File: src/hdl/fbs_pkg.sv
// Package for the framed byte sender with echo check.
// Holds item kind codes, the command record, framing constants and queue sizes.
// No dependencies.
package fbs_pkg;

  typedef enum logic [1:0] {
    KIND_BEGIN   = 2'd0,
    KIND_PAYLOAD = 2'd1,
    KIND_END     = 2'd2,
    KIND_ECHO    = 2'd3
  } kind_t;

  localparam logic OUT_TX   = 1'b0;
  localparam logic OUT_ECHO = 1'b1;

  localparam logic [7:0] SYNC_HEAD   = 8'hAA;
  localparam logic [7:0] SYNC_TAIL   = 8'h55;
  localparam logic [7:0] INVERT_MASK = 8'hFF;

  localparam int ECHO_QUEUE_DEPTH = 8;
  localparam int EQ_PTR_W         = $clog2(ECHO_QUEUE_DEPTH);
  localparam int EQ_FILL_W        = $clog2(ECHO_QUEUE_DEPTH + 1);

  localparam int CMD_FIFO_DEPTH = 4;
  localparam int CF_PTR_W       = $clog2(CMD_FIFO_DEPTH);
  localparam int CF_CNT_W       = $clog2(CMD_FIFO_DEPTH + 1);

  typedef struct packed {
    kind_t      kind;
    logic [7:0] data;
  } cmd_t;

endpackage

File: src/hdl/fbs_item_if.sv
// Input channel: one transaction carries one item (kind, id, payload, echo).
// No dependencies.
interface fbs_item_if;
  logic       valid;
  logic       ready;
  logic [1:0] kind;
  logic [7:0] frame_id;
  logic [7:0] payload_byte;
  logic [7:0] echo_byte;

  modport source (output valid, kind, frame_id, payload_byte, echo_byte, input ready);
  modport sink   (input valid, kind, frame_id, payload_byte, echo_byte, output ready);
endinterface

File: src/hdl/fbs_result_if.sv
// Output channel: one transaction carries one result (tx byte or echo verdict
// plus status). No dependencies.
interface fbs_result_if;
  logic        valid;
  logic        ready;
  logic        out_kind;
  logic [7:0]  tx_byte;
  logic        run_last;
  logic        echo_good;
  logic        frame_failed;
  logic [31:0] frames_sent;
  logic [31:0] bad_frames;
  logic        queue_overflowed;

  modport source (output valid, out_kind, tx_byte, run_last, echo_good, frame_failed,
                  frames_sent, bad_frames, queue_overflowed, input ready);
  modport sink   (input valid, out_kind, tx_byte, run_last, echo_good, frame_failed,
                  frames_sent, bad_frames, queue_overflowed, output ready);
endinterface

File: src/hdl/fbs_front.sv
// Front end: accepts input transactions into a register and classifies them
// into commands. Depends on fbs_pkg and fbs_item_if.
module fbs_front (
  input  logic           clk,
  input  logic           rst,
  fbs_item_if.sink       item,
  output logic           cmd_valid,
  output fbs_pkg::cmd_t  cmd,
  input  logic           cmd_ready
);

  fbs_pkg::cmd_t cmd_in;
  logic          accept;

  always_comb begin
    cmd_in.kind = fbs_pkg::kind_t'(item.kind);
    unique case (cmd_in.kind)
      fbs_pkg::KIND_BEGIN:   cmd_in.data = item.frame_id;
      fbs_pkg::KIND_PAYLOAD: cmd_in.data = item.payload_byte;
      fbs_pkg::KIND_ECHO:    cmd_in.data = item.echo_byte;
      default:               cmd_in.data = 8'h00;
    endcase
  end

  assign item.ready = !cmd_valid || cmd_ready;
  assign accept     = item.valid && item.ready;

  always_ff @(posedge clk) begin
    if (rst) begin
      cmd_valid <= 1'b0;
    end else if (accept) begin
      cmd_valid <= 1'b1;
    end else if (cmd_ready) begin
      cmd_valid <= 1'b0;
    end
  end

  always_ff @(posedge clk) begin
    if (accept) begin
      cmd <= cmd_in;
    end
  end

endmodule

File: src/hdl/fbs_cmd_fifo.sv
// Short command queue between front and back ends.
// Depends on fbs_pkg.
module fbs_cmd_fifo (
  input  logic           clk,
  input  logic           rst,
  input  logic           push,
  input  fbs_pkg::cmd_t  push_cmd,
  output logic           push_ready,
  input  logic           pop,
  output logic           head_valid,
  output fbs_pkg::cmd_t  head_cmd
);

  fbs_pkg::cmd_t                  mem [fbs_pkg::CMD_FIFO_DEPTH];
  logic [fbs_pkg::CF_PTR_W-1:0]   wr_ptr;
  logic [fbs_pkg::CF_PTR_W-1:0]   rd_ptr;
  logic [fbs_pkg::CF_CNT_W-1:0]   count;
  logic                           do_push;
  logic                           do_pop;

  assign push_ready = count != fbs_pkg::CF_CNT_W'(fbs_pkg::CMD_FIFO_DEPTH);
  assign head_valid = count != '0;
  assign head_cmd   = mem[rd_ptr];
  assign do_push    = push && push_ready;
  assign do_pop     = pop && head_valid;

  always_ff @(posedge clk) begin
    if (rst) begin
      wr_ptr <= '0;
      rd_ptr <= '0;
      count  <= '0;
    end else begin
      if (do_push) begin
        wr_ptr <= (wr_ptr == fbs_pkg::CF_PTR_W'(fbs_pkg::CMD_FIFO_DEPTH - 1)) ? '0
                                                                               : wr_ptr + 1'b1;
      end
      if (do_pop) begin
        rd_ptr <= (rd_ptr == fbs_pkg::CF_PTR_W'(fbs_pkg::CMD_FIFO_DEPTH - 1)) ? '0
                                                                               : rd_ptr + 1'b1;
      end
      if (do_push && !do_pop) begin
        count <= count + 1'b1;
      end else if (do_pop && !do_push) begin
        count <= count - 1'b1;
      end
    end
  end

  always_ff @(posedge clk) begin
    if (do_push) begin
      mem[wr_ptr] <= push_cmd;
    end
  end

endmodule

File: src/hdl/fbs_back.sv
// Back end: expands commands into results, keeps checksum, echo expectation
// queue, counters and the output register. Depends on fbs_pkg, fbs_result_if.
module fbs_back (
  input  logic           clk,
  input  logic           rst,
  input  logic           cfg_write,
  input  logic           cfg_data,
  input  logic           cmd_valid,
  input  fbs_pkg::cmd_t  cmd,
  output logic           cmd_pop,
  fbs_result_if.source   result
);

  localparam int OW = fbs_pkg::EQ_FILL_W + 2;

  logic                          check_en;
  logic [7:0]                    running_sum;
  logic [7:0]                    inv_prev;
  logic [8:0]                    eq_mem [fbs_pkg::ECHO_QUEUE_DEPTH];
  logic [fbs_pkg::EQ_PTR_W-1:0]  eq_head;
  logic [fbs_pkg::EQ_PTR_W-1:0]  eq_tail;
  logic [fbs_pkg::EQ_FILL_W-1:0] eq_fill;
  logic                          err_pending;
  logic [31:0]                   sent_cnt;
  logic [31:0]                   failed_cnt;
  logic                          ovf_flag;
  logic                          ovf_hold;
  logic [1:0]                    step;

  logic        fire;
  logic        multi;
  logic        last_step;
  logic        is_tx;
  logic [7:0]  tx_val;
  logic        last_mark;
  logic        eq_full;
  logic        eq_empty;
  logic [8:0]  eq_entry;
  logic        good;
  logic        pend_eff;
  logic        failed;
  logic [OW-1:0] fill_after;
  logic        ovf_status;

  assign fire      = cmd_valid && (!result.valid || result.ready);
  assign multi     = (cmd.kind == fbs_pkg::KIND_BEGIN) || (cmd.kind == fbs_pkg::KIND_END);
  assign last_step = !multi || (step == 2'd2);
  assign is_tx     = cmd.kind != fbs_pkg::KIND_ECHO;
  assign cmd_pop   = fire && last_step;
  assign eq_full   = eq_fill == fbs_pkg::EQ_FILL_W'(fbs_pkg::ECHO_QUEUE_DEPTH);
  assign eq_empty  = eq_fill == '0;
  assign eq_entry  = eq_mem[eq_head];
  assign last_mark = (cmd.kind == fbs_pkg::KIND_END) && (step == 2'd2);

  always_comb begin
    unique case (cmd.kind)
      fbs_pkg::KIND_BEGIN:   tx_val = (step == 2'd2) ? cmd.data : fbs_pkg::SYNC_HEAD;
      fbs_pkg::KIND_PAYLOAD: tx_val = cmd.data;
      fbs_pkg::KIND_END:     tx_val = (step == 2'd2) ? running_sum : fbs_pkg::SYNC_TAIL;
      default:               tx_val = 8'h00;
    endcase
  end

  always_comb begin
    good     = !check_en || eq_empty || (cmd.data == eq_entry[7:0]);
    pend_eff = err_pending || !good;
    failed   = !eq_empty && eq_entry[8] && pend_eff;
  end

  // overflow as seen after all pushes of this item
  always_comb begin
    fill_after = OW'(eq_fill) + (multi ? OW'(3) : OW'(1));
    if (!is_tx) begin
      ovf_status = ovf_flag;
    end else if (step == 2'd0) begin
      ovf_status = ovf_flag || (fill_after > OW'(fbs_pkg::ECHO_QUEUE_DEPTH));
    end else begin
      ovf_status = ovf_hold;
    end
  end

  always_ff @(posedge clk) begin
    if (rst) begin
      check_en    <= 1'b1;
      running_sum <= '0;
      inv_prev    <= '0;
      eq_head     <= '0;
      eq_tail     <= '0;
      eq_fill     <= '0;
      err_pending <= 1'b0;
      sent_cnt    <= '0;
      failed_cnt  <= '0;
      ovf_flag    <= 1'b0;
      ovf_hold    <= 1'b0;
      step        <= '0;
      result.valid <= 1'b0;
    end else begin
      if (cfg_write) begin
        check_en <= cfg_data;
      end
      if (fire) begin
        result.valid <= 1'b1;
      end else if (result.ready) begin
        result.valid <= 1'b0;
      end
      if (fire) begin
        step     <= last_step ? 2'd0 : step + 2'd1;
        ovf_hold <= ovf_status;
        if (is_tx) begin
          inv_prev <= tx_val ^ fbs_pkg::INVERT_MASK;
          if (eq_full) begin
            ovf_flag <= 1'b1;
          end else begin
            eq_tail <= (eq_tail == fbs_pkg::EQ_PTR_W'(fbs_pkg::ECHO_QUEUE_DEPTH - 1)) ? '0
                                                                                      : eq_tail + 1'b1;
            eq_fill <= eq_fill + 1'b1;
          end
          if (cmd.kind == fbs_pkg::KIND_BEGIN && step == 2'd0) begin
            running_sum <= '0;
          end
          if (cmd.kind == fbs_pkg::KIND_PAYLOAD) begin
            running_sum <= running_sum + cmd.data;
          end
          if (last_mark) begin
            sent_cnt <= sent_cnt + 32'd1;
          end
        end else if (!eq_empty) begin
          eq_head <= (eq_head == fbs_pkg::EQ_PTR_W'(fbs_pkg::ECHO_QUEUE_DEPTH - 1)) ? '0
                                                                                    : eq_head + 1'b1;
          eq_fill <= eq_fill - 1'b1;
          if (eq_entry[8]) begin
            err_pending <= 1'b0;
            if (failed) begin
              failed_cnt <= failed_cnt + 32'd1;
            end
          end else begin
            err_pending <= pend_eff;
          end
        end
      end
    end
  end

  always_ff @(posedge clk) begin
    if (fire && is_tx && !eq_full) begin
      eq_mem[eq_tail] <= {last_mark, inv_prev};
    end
  end

  always_ff @(posedge clk) begin
    if (fire) begin
      result.out_kind         <= is_tx ? fbs_pkg::OUT_TX : fbs_pkg::OUT_ECHO;
      result.tx_byte          <= is_tx ? tx_val : 8'h00;
      result.run_last         <= last_step;
      result.echo_good        <= !is_tx && good;
      result.frame_failed     <= !is_tx && failed;
      result.frames_sent      <= (cmd.kind == fbs_pkg::KIND_END) ? sent_cnt + 32'd1 : sent_cnt;
      result.bad_frames       <= (!is_tx && failed) ? failed_cnt + 32'd1 : failed_cnt;
      result.queue_overflowed <= ovf_status;
    end
  end

endmodule

File: src/hdl/framed_byte_sender_with_echo_check.sv
// Top level of the framed byte sender with echo check.
// Depends on fbs_pkg, fbs_item_if, fbs_result_if, fbs_front, fbs_cmd_fifo, fbs_back.
//
// Usage:
//   item   : valid/ready input channel. kind 0 begins a frame (AA AA id),
//            1 sends a payload byte, 2 ends it (55 55 sum), 3 delivers an
//            echo byte from the partner for checking.
//   result : valid/ready output channel. Each transmitted byte or echo
//            verdict is one transaction; run_last marks the last result of
//            an item. Status counters reflect the state after that item.
//   cfg_write/cfg_data : sets echo_check_enable (reset 1); write only when idle.
// Path: each item passes the input register, which loads on the accepting edge,
// then the command queue, then the output register that drives result.valid.
// Throughput: the back end emits one result per cycle while the receiver takes them, so
// payload and echo items give one result each and begin/end items give three.
// The front keeps accepting while the four-entry command queue has room, so
// input and output stall independently; a stalled receiver holds the result
// register and backs up the queue until item.ready drops.
// Reset: synchronous; clears counters, checksum, echo queue fill and flags.
module framed_byte_sender_with_echo_check (
  input  logic         clk,
  input  logic         rst,
  input  logic         cfg_write,
  input  logic         cfg_data,
  fbs_item_if.sink     item,
  fbs_result_if.source result
);

  logic          fr_valid;
  fbs_pkg::cmd_t fr_cmd;
  logic          fr_ready;
  logic          q_valid;
  fbs_pkg::cmd_t q_cmd;
  logic          q_pop;

  fbs_front u_front (
    .clk       (clk),
    .rst       (rst),
    .item      (item),
    .cmd_valid (fr_valid),
    .cmd       (fr_cmd),
    .cmd_ready (fr_ready)
  );

  fbs_cmd_fifo u_fifo (
    .clk        (clk),
    .rst        (rst),
    .push       (fr_valid),
    .push_cmd   (fr_cmd),
    .push_ready (fr_ready),
    .pop        (q_pop),
    .head_valid (q_valid),
    .head_cmd   (q_cmd)
  );

  fbs_back u_back (
    .clk       (clk),
    .rst       (rst),
    .cfg_write (cfg_write),
    .cfg_data  (cfg_data),
    .cmd_valid (q_valid),
    .cmd       (q_cmd),
    .cmd_pop   (q_pop),
    .result    (result)
  );

endmodule

File: src/flat_wrapper.sv
// flat-port wrapper written by rule: the top's interface ports become plain ports
module framed_byte_sender_with_echo_check_flat 
  (clk, rst, cfg_write, cfg_data, item_valid, item_kind, item_frame_id, item_payload_byte, item_echo_byte, item_ready, result_valid, result_out_kind, result_tx_byte, result_run_last, result_echo_good, result_frame_failed, result_frames_sent, result_bad_frames, result_queue_overflowed, result_ready);
  fbs_item_if item_i ();
  fbs_result_if result_i ();
  input  logic clk;
  input  logic rst;
  input  logic cfg_write;
  input  logic cfg_data;
  input wire logic [$bits(item_i.valid)-1:0] item_valid;
  input wire logic [$bits(item_i.kind)-1:0] item_kind;
  input wire logic [$bits(item_i.frame_id)-1:0] item_frame_id;
  input wire logic [$bits(item_i.payload_byte)-1:0] item_payload_byte;
  input wire logic [$bits(item_i.echo_byte)-1:0] item_echo_byte;
  output wire logic [$bits(item_i.ready)-1:0] item_ready;
  output wire logic [$bits(result_i.valid)-1:0] result_valid;
  output wire logic [$bits(result_i.out_kind)-1:0] result_out_kind;
  output wire logic [$bits(result_i.tx_byte)-1:0] result_tx_byte;
  output wire logic [$bits(result_i.run_last)-1:0] result_run_last;
  output wire logic [$bits(result_i.echo_good)-1:0] result_echo_good;
  output wire logic [$bits(result_i.frame_failed)-1:0] result_frame_failed;
  output wire logic [$bits(result_i.frames_sent)-1:0] result_frames_sent;
  output wire logic [$bits(result_i.bad_frames)-1:0] result_bad_frames;
  output wire logic [$bits(result_i.queue_overflowed)-1:0] result_queue_overflowed;
  input wire logic [$bits(result_i.ready)-1:0] result_ready;
  assign item_i.valid = item_valid;
  assign item_i.kind = item_kind;
  assign item_i.frame_id = item_frame_id;
  assign item_i.payload_byte = item_payload_byte;
  assign item_i.echo_byte = item_echo_byte;
  assign item_ready = item_i.ready;
  assign result_valid = result_i.valid;
  assign result_out_kind = result_i.out_kind;
  assign result_tx_byte = result_i.tx_byte;
  assign result_run_last = result_i.run_last;
  assign result_echo_good = result_i.echo_good;
  assign result_frame_failed = result_i.frame_failed;
  assign result_frames_sent = result_i.frames_sent;
  assign result_bad_frames = result_i.bad_frames;
  assign result_queue_overflowed = result_i.queue_overflowed;
  assign result_i.ready = result_ready;
  framed_byte_sender_with_echo_check u_core (.clk(clk), .rst(rst), .cfg_write(cfg_write), .cfg_data(cfg_data), .item(item_i), .result(result_i));
endmodule
File: config.mk
export PLATFORM = sky130hd
export DESIGN_NAME = framed_byte_sender_with_echo_check_flat
export DESIGN_NICKNAME = d
export VERILOG_FILES = /design/src/hdl/fbs_pkg.sv /design/src/hdl/fbs_item_if.sv /design/src/hdl/fbs_result_if.sv /design/src/hdl/fbs_front.sv /design/src/hdl/fbs_cmd_fifo.sv /design/src/hdl/fbs_back.sv /design/src/hdl/framed_byte_sender_with_echo_check.sv /design/src/flat_wrapper.sv
export SDC_FILE = /design/constraint.sdc
export NUM_CORES = 1
export LEC_CHECK = 0
export ABC_AREA = 0
export BUFFER_PORTS_ARGS = -buffer_cell sky130_fd_sc_hd__buf_2
export CORE_MARGIN = 4
export CORE_UTILIZATION = 50
export DETAILED_ROUTE_END_ITERATION = 10
export PLACE_DENSITY = 0.69
export SYNTH_ARGS = -nofsm -noshare
export SYNTH_HDL_FRONTEND = slang
export SYNTH_SLANG_ARGS = --single-unit
File: constraint.sdc
create_clock -name clk -period 8.1 [get_ports clk]
set_input_delay 0.405 -clock clk [delete_from_list [all_inputs] [get_ports clk]]
set_output_delay 0.405 -clock clk [all_outputs]
set_load 0.05 [all_outputs]
## Yosys cells after proc, flatten, opt, wreduce, memory -nomap -nowiden

Memories as Yosys holds them, arrays and structs flattened. A register that Yosys moved wholly into a read port is not among the register bits.
Index checks and enable logic that the tools add are counted.

| word-level totals | value |
|---|---|
| register bits after elaboration | 192 |
| bits in writable memories | 112 |
| memories kept | 2 |
| output and inout bits | 79 |

Memory list:

| name | words | bits a word | read ports | clocked after Yosys merged registers in | write ports | line | RTL |
|---|---|---|---|---|---|---|---|
| u_core.u_back.eq_mem | 8 | 9 | 1 | 1 | 1 | fbs_back.sv:19 | `logic [8:0] eq_mem [fbs_pkg::ECHO_QUEUE_DEPTH];` |
| u_core.u_fifo.mem | 4 | 10 | 1 | 1 | 1 | fbs_cmd_fifo.sv:14 | `fbs_pkg::cmd_t mem [fbs_pkg::CMD_FIFO_DEPTH];` |

| cells by class | value |
|---|---|
| mux-type cells | 35 |
| equality and inequality tests | 15 |
| $lt $le $gt $ge | 1 |
| reductions and logical operators | 50 |
| bitwise operators | 4 |
| $add $sub $neg | 13 |

Operators with widths:

| kind | count |
|---|---|
| adder 32 x 1 -> 32 bit (second input constant) | 2 |
| two-way mux 32 bit | 2 |
| one-hot mux 8 bit (3 select lines) | 2 |
| two-way mux 8 bit | 4 |
| two-way mux 3 bit | 6 |
| AND reduction 3 bit | 6 |
| logical AND 1 bit | 15 |
| two-way mux 1 bit | 12 |
| two-way mux 2 bit | 6 |
| two-way mux 4 bit | 3 |
| equality test 2 bit (second input constant) | 5 |
| logical NOT 1 bit | 10 |
| adder 3 x 1 -> 3 bit (second input constant) | 3 |
| adder 8 bit | 1 |
| equality test 8 bit | 1 |
| logical OR 1 bit | 8 |
| NOT 8 bit | 1 |
| nonzero test 2 bit | 4 |
| adder 2 x 1 -> 2 bit (second input constant) | 3 |
| equality test 3 bit (second input constant) | 2 |
| logical NOT 2 bit | 3 |
| != test 2 bit (second input constant) | 3 |
| adder 4 x 2 -> 5 bit | 1 |
| greater-than comparator 5 x 4 -> 1 bit (second input constant) | 1 |
| other kinds (11) | 14 |

## Logic depth before layout (Yosys ltp)

| logic depth | value |
|---|---|
| depth in word-level cells | 9 |
| gate-level depth with buffers | 12 |
| gate-level depth less buffers | 11 |

## Modules after synthesis

A second synthesis with hierarchy kept.

| second synthesis, totals | value |
|---|---|
| cell total of the unflattened synthesis | 1,191 |
| area total of the unflattened synthesis | 14,320.0 um^2 |

Modules (own cells, without submodules):

| module | times used | area each (um^2) | cells each |
|---|---|---|---|
| fbs_back | 1 | 11,807.6 | 1,056 |
| fbs_cmd_fifo | 1 | 1,919.3 | 100 |
| fbs_front | 1 | 593.1 | 35 |

## Least setup slack after synthesis

Ideal clock, no wire load.

| path | value |
|---|---|
| kind | reg2reg |
| start point | register u_core.u_back.result.valid |
| end point | register u_core.u_fifo.count[2] in the netlist's numbering |
| path slack | 3.587 ns |
| data required time | 8.030 ns |
| buffers on the path | 1 |
| setup time | 0.070 ns |
| stages on the path, launching flop included | 11 |
| arrival | 4.443 ns |
| cell sequence | dfxtp_1 > a21o_1 > buf_2 > clkinv_1 > nand2_1 > ha_1 > inv_1 > fa_1 > xor2_1 > or3_1 > a21oi_1 |

| on the way | value |
|---|---|
| cells in the longest elaborated chain, start to end | 8 |
| elaborated cells on any way between the ends | 10 |
| those cells by class | mux (1); reduce/logical (9) |

Ends and longest elaborated chain:

| element | line | RTL |
|---|---|---|
| start, declared | fbs_result_if.sv:15 | `modport source (output valid, out_kind, tx_byte, run_last, echo_good, frame_failed,` |
| start signal, assigned | fbs_back.sv:96 | `result.valid <= 1'b0;` |
| start signal, assigned | fbs_back.sv:102 | `result.valid <= 1'b1;` |
| start signal, assigned | fbs_back.sv:104 | `result.valid <= 1'b0;` |
| logical NOT 1 bit (*) | fbs_back.sv:45 | `assign fire = cmd_valid && (!result.valid \|\| result.ready);` |
| logical OR 1 bit (*) | fbs_back.sv:45 |  |
| logical AND 1 bit (*) | fbs_back.sv:45 |  |
| via u_core.u_back.fire | fbs_back.sv:30 | `logic fire;` |
| logical AND 1 bit (*) | fbs_back.sv:49 | `assign cmd_pop = fire && last_step;` |
| logical AND 1 bit (*) | fbs_cmd_fifo.sv:25 | `assign do_pop = pop && head_valid;` |
| logical NOT 1 bit | fbs_cmd_fifo.sv:41 | `if (do_push && !do_pop) begin` |
| logical AND 1 bit | fbs_cmd_fifo.sv:41 |  |
| two-way mux 3 bit or nonzero test 2 bit (tied branches) | - |  |
| end signal, assigned | fbs_cmd_fifo.sv:42 | `count <= count + 1'b1;` |
| end signal, assigned | fbs_cmd_fifo.sv:44 | `count <= count - 1'b1;` |
| end, declared | fbs_cmd_fifo.sv:17 | `logic [fbs_pkg::CF_CNT_W-1:0] count;` |

Mark *: on every way through the listed nets, which the timed path passes. The rest lies on a longest branch.
A chain may end at the register's enable or synchronous reset.

==> results_dict.tcl <==
set metrics [dict create \
    run_status "finished, final reports clean" \
    crit_path_end_kind "register" \
    grt-ovfl-total 0 \
    cts_buffers 35 \
    wire_per_inst_um 17.2 \
    avgSynthCellArea_um2 12.4 \
    power_mw 5.79 \
    rrSetupSlack_ns 3.76 \
    cts_setup_buffers 0 \
    tns_ns 0 \
    drcViolationCount 0 \
    grt_antenna_before_repair 0 \
    via_per_inst 5.45 \
    rsz0062_at_grt "no" \
    cts-root-buf "clkbuf_16" \
    syn-num-nets 1217 \
    hold_depth 2 \
    cts_resized 0 \
    synth_flop_cell "edfxtp_1" \
    holdBufCountCts 0 \
    final_area_um2 16300 \
    hp-class "in -> reg" \
    portBuffers 110 \
    cp.arrival_ns 4.45 \
    whs_ns 0.116 \
    crit_fanout 38 \
    layout_commonest_cell "edfxtp_1" \
    clkTransAtPathRegs_ns 0.06 \
    final_nets 1313 \
    path_class "reg -> reg" \
    hold_start "cfg_data" \
    drv_cap 0 \
    ir_drop_v 0.000230 \
    r2r_end "u_core.u_back.eq_mem[4][1]" \
    cp-start-kind "register" \
    dieArea_um2 31400 \
    placed_area_um2 15100 \
    ios 111 \
    p_per_area_nw_per_um2 354 \
    dr_total_vias 9030 \
    gp_congestion 0.789 \
    grtUsageMet2 0.297 \
    ys_seq_area_frac 0.572 \
    grt_pass1_vias 8886 \
    yosysUniqueCellTypes 68 \
    initial_core_util 0.511 \
    grt_start_max_net_pins 107 \
    clock_skew_ns 0.0137 \
    fillers 2262 \
    wirelength_mm 28.5 \
    relSlewSlack 0.153 \
    hpwl_mm 18.5 \
    clk_latency_ns 0.50 \
    synth_warnings 0 \
    clk_path_buf_depth 3 \
    synth-edff-count 199 \
    synth_top_area_frac 0.418 \
    finalSetupViolations 0 \
    period_minus_slack_ns 4.34 \
    synth-async-reset-ratio 0 \
    r2r_cells 6 \
    grt.busiest_layer "met2" \
    min_delay_worst_endpoint "u_core.u_back.check_en" \
    netlist_instances 1158 \
    cts_tree "built" \
    syn-cell-area_um2 14300 \
    use_met3 0.0406 \
    yosys.area.top_type "edfxtp_1" \
    drtIter0Drc 576 \
    die_w_um 177 \
    grt_first_pass_wirelength_mm 45.7 \
    core_area_um2 28000 \
    fp-row-count 61 \
    final_cell_mix "edfxtp_1, nor2_1, dfxtp_1, buf_2, nand2_1" \
    slowest_delay_ns 1.09 \
    slowest_stage "nor4b_2" \
    timing.final.crit_share 0.535 \
    diodes 0 \
    cp_cell_sequence "mux4_2 > nand2_2 > inv_2 > nor2_2 > nand2_1 > nor4b_2" \
    p_leak_nw 5.84 \
    slew_violations 0 \
    clock.fmax_mhz 231 \
    tightest_slew_ns 1.26 \
    ys_ff_latch 309 \
    drt-pass1-iter-count 5 \
    ant_nets 0 \
    clock_sinks 309 \
    die_h_um 177 \
    finalHoldViolCount 0 \
    drive_gt1_frac 0.228 \
    synth.top_cells.by_area "edfxtp_1, dfxtp_1, xnor2_1, mux4_2, nor2_1" \
    grt_use_met1 0.243 \
    cts.htree.levels 2 \
    grtUsageTotal 0.181 \
    required_ns 8.21 \
    area_growth_pct 14.2 \
]
-- how the worst max path moves through the flow --
stage | start | to
floorplan | u_core.u_back.result.valid | u_core.u_fifo.count[2]
global placement | register | u_core.u_back.eq_mem[4][3]
detailed placement | register | u_core.u_back.eq_mem[4][7]
CTS | register | u_core.u_back.eq_mem[4][2]
global route | register | u_core.u_back.eq_mem[4][8]
finish | register | u_core.u_back.eq_mem[4][1]
-- worst max-delay path, delay by kind of cell (launching register included) --
kind | cells | cell delay (ns)
DFF | 1 | 0.75
muxes | 1 | 0.75
and+or+nand+nor | 4 | 2.01
buffers and inverters | 1 | 0.42
-- cell usage after synthesis (8+ instances only) --
master	n
mux4_2	24
a211oi_1	10
dfxtp_1	110
nor3_1	34
mux2_2	12
nand2_1	100
edfxtp_1	199
and2_1	12
ha_1	24
o21ai_0	18
o2111ai_2	24
a21oi_1	47
buf_2	8
nand3_1	27
xnor2_1	63
nand4_1	15
mux2_4	19
a21oi_2	18
nor2_1	123
mux2i_1	20
nor2b_1	31
inv_1	19
xor2_1	42
or3_1	10
and3_1	19
clkbuf_1	31
-- kinds of logic (layout without fill, tap and decap cells) --
kind of cell / after synthesis / after routing / share of synthesized area
adders and majority gates: 27 / 27 / 0.0252
AOI/OAI and AO/OA: 153 / 153 / 0.0853
buffers and inverters: 83 / 205 / 0.0304
xor gates and xnor gates: 105 / 105 / 0.0643
muxes: 80 / 80 / 0.0893
DFF: 309 / 309 / 0.572
and+or+nand+nor: 401 / 401 / 0.134
-- power by group --
group	switching [mW]	leakage [nW]	internal (mW)
Clock	0.621	0.599	1.05
Sequential	0.166	2.78	2.10
Combinational	1.42	2.46	0.433
Total	2.21	5.84	3.58
-- metal layers --
metal / part of all wire / vias up
li1: - / 4420
met1: 0.44 / 4333
met2: 0.48 / 229
met3: 0.064 / 48
met4: 0.022 / 0
met5: 0 / -
-- flip-flops by register name, summed over array words and instances, names as in the netlist, 4 cells and up, named ones only --
signal and count:
u_core.u_back.result.frames_sent 32, u_core.u_back.sent_cnt 32, u_core.u_back.result.bad_frames 32, u_core.u_back.result.tx_byte 8, u_core.u_back.eq_mem 72, u_core.u_back.inv_prev 8, u_core.u_back.running_sum 8, u_core.u_back.failed_cnt 32
u_core.u_back.eq_fill 4, u_core.u_front.cmd 10, u_core.u_fifo.mem 40
-- layout make-up --
type                       instances  area (um^2)  share of cell area
multi-input combinational        766         5730               0.351
sequential                       309         8180               0.501
inverter                          22         83.8             0.00513
clock buffer                      44          972              0.0595
clock inverter                    19          269              0.0165
timing repair buffer             120          628              0.0384
tap                              378          473              0.0290
-- per-stage QoR --
| stage | setup slack [ns] | util | std cells |
|---|---|---|---|
| 6_report | 3.76 | 0.583 | 1658 |
| 4_1_cts | 3.61 | 0.583 | 1658 |
| 3_5_place_dp | 3.65 | 0.539 | 1595 |
| 3_3_place_gp | 3.83 | 0.539 | 1595 |
| 5_1_grt | 3.37 | 0.583 | 1658 |
| 2_1_floorplan | 3.59 | - | 1158 |
Note: power is estimated with default switching activity, not from simulation.
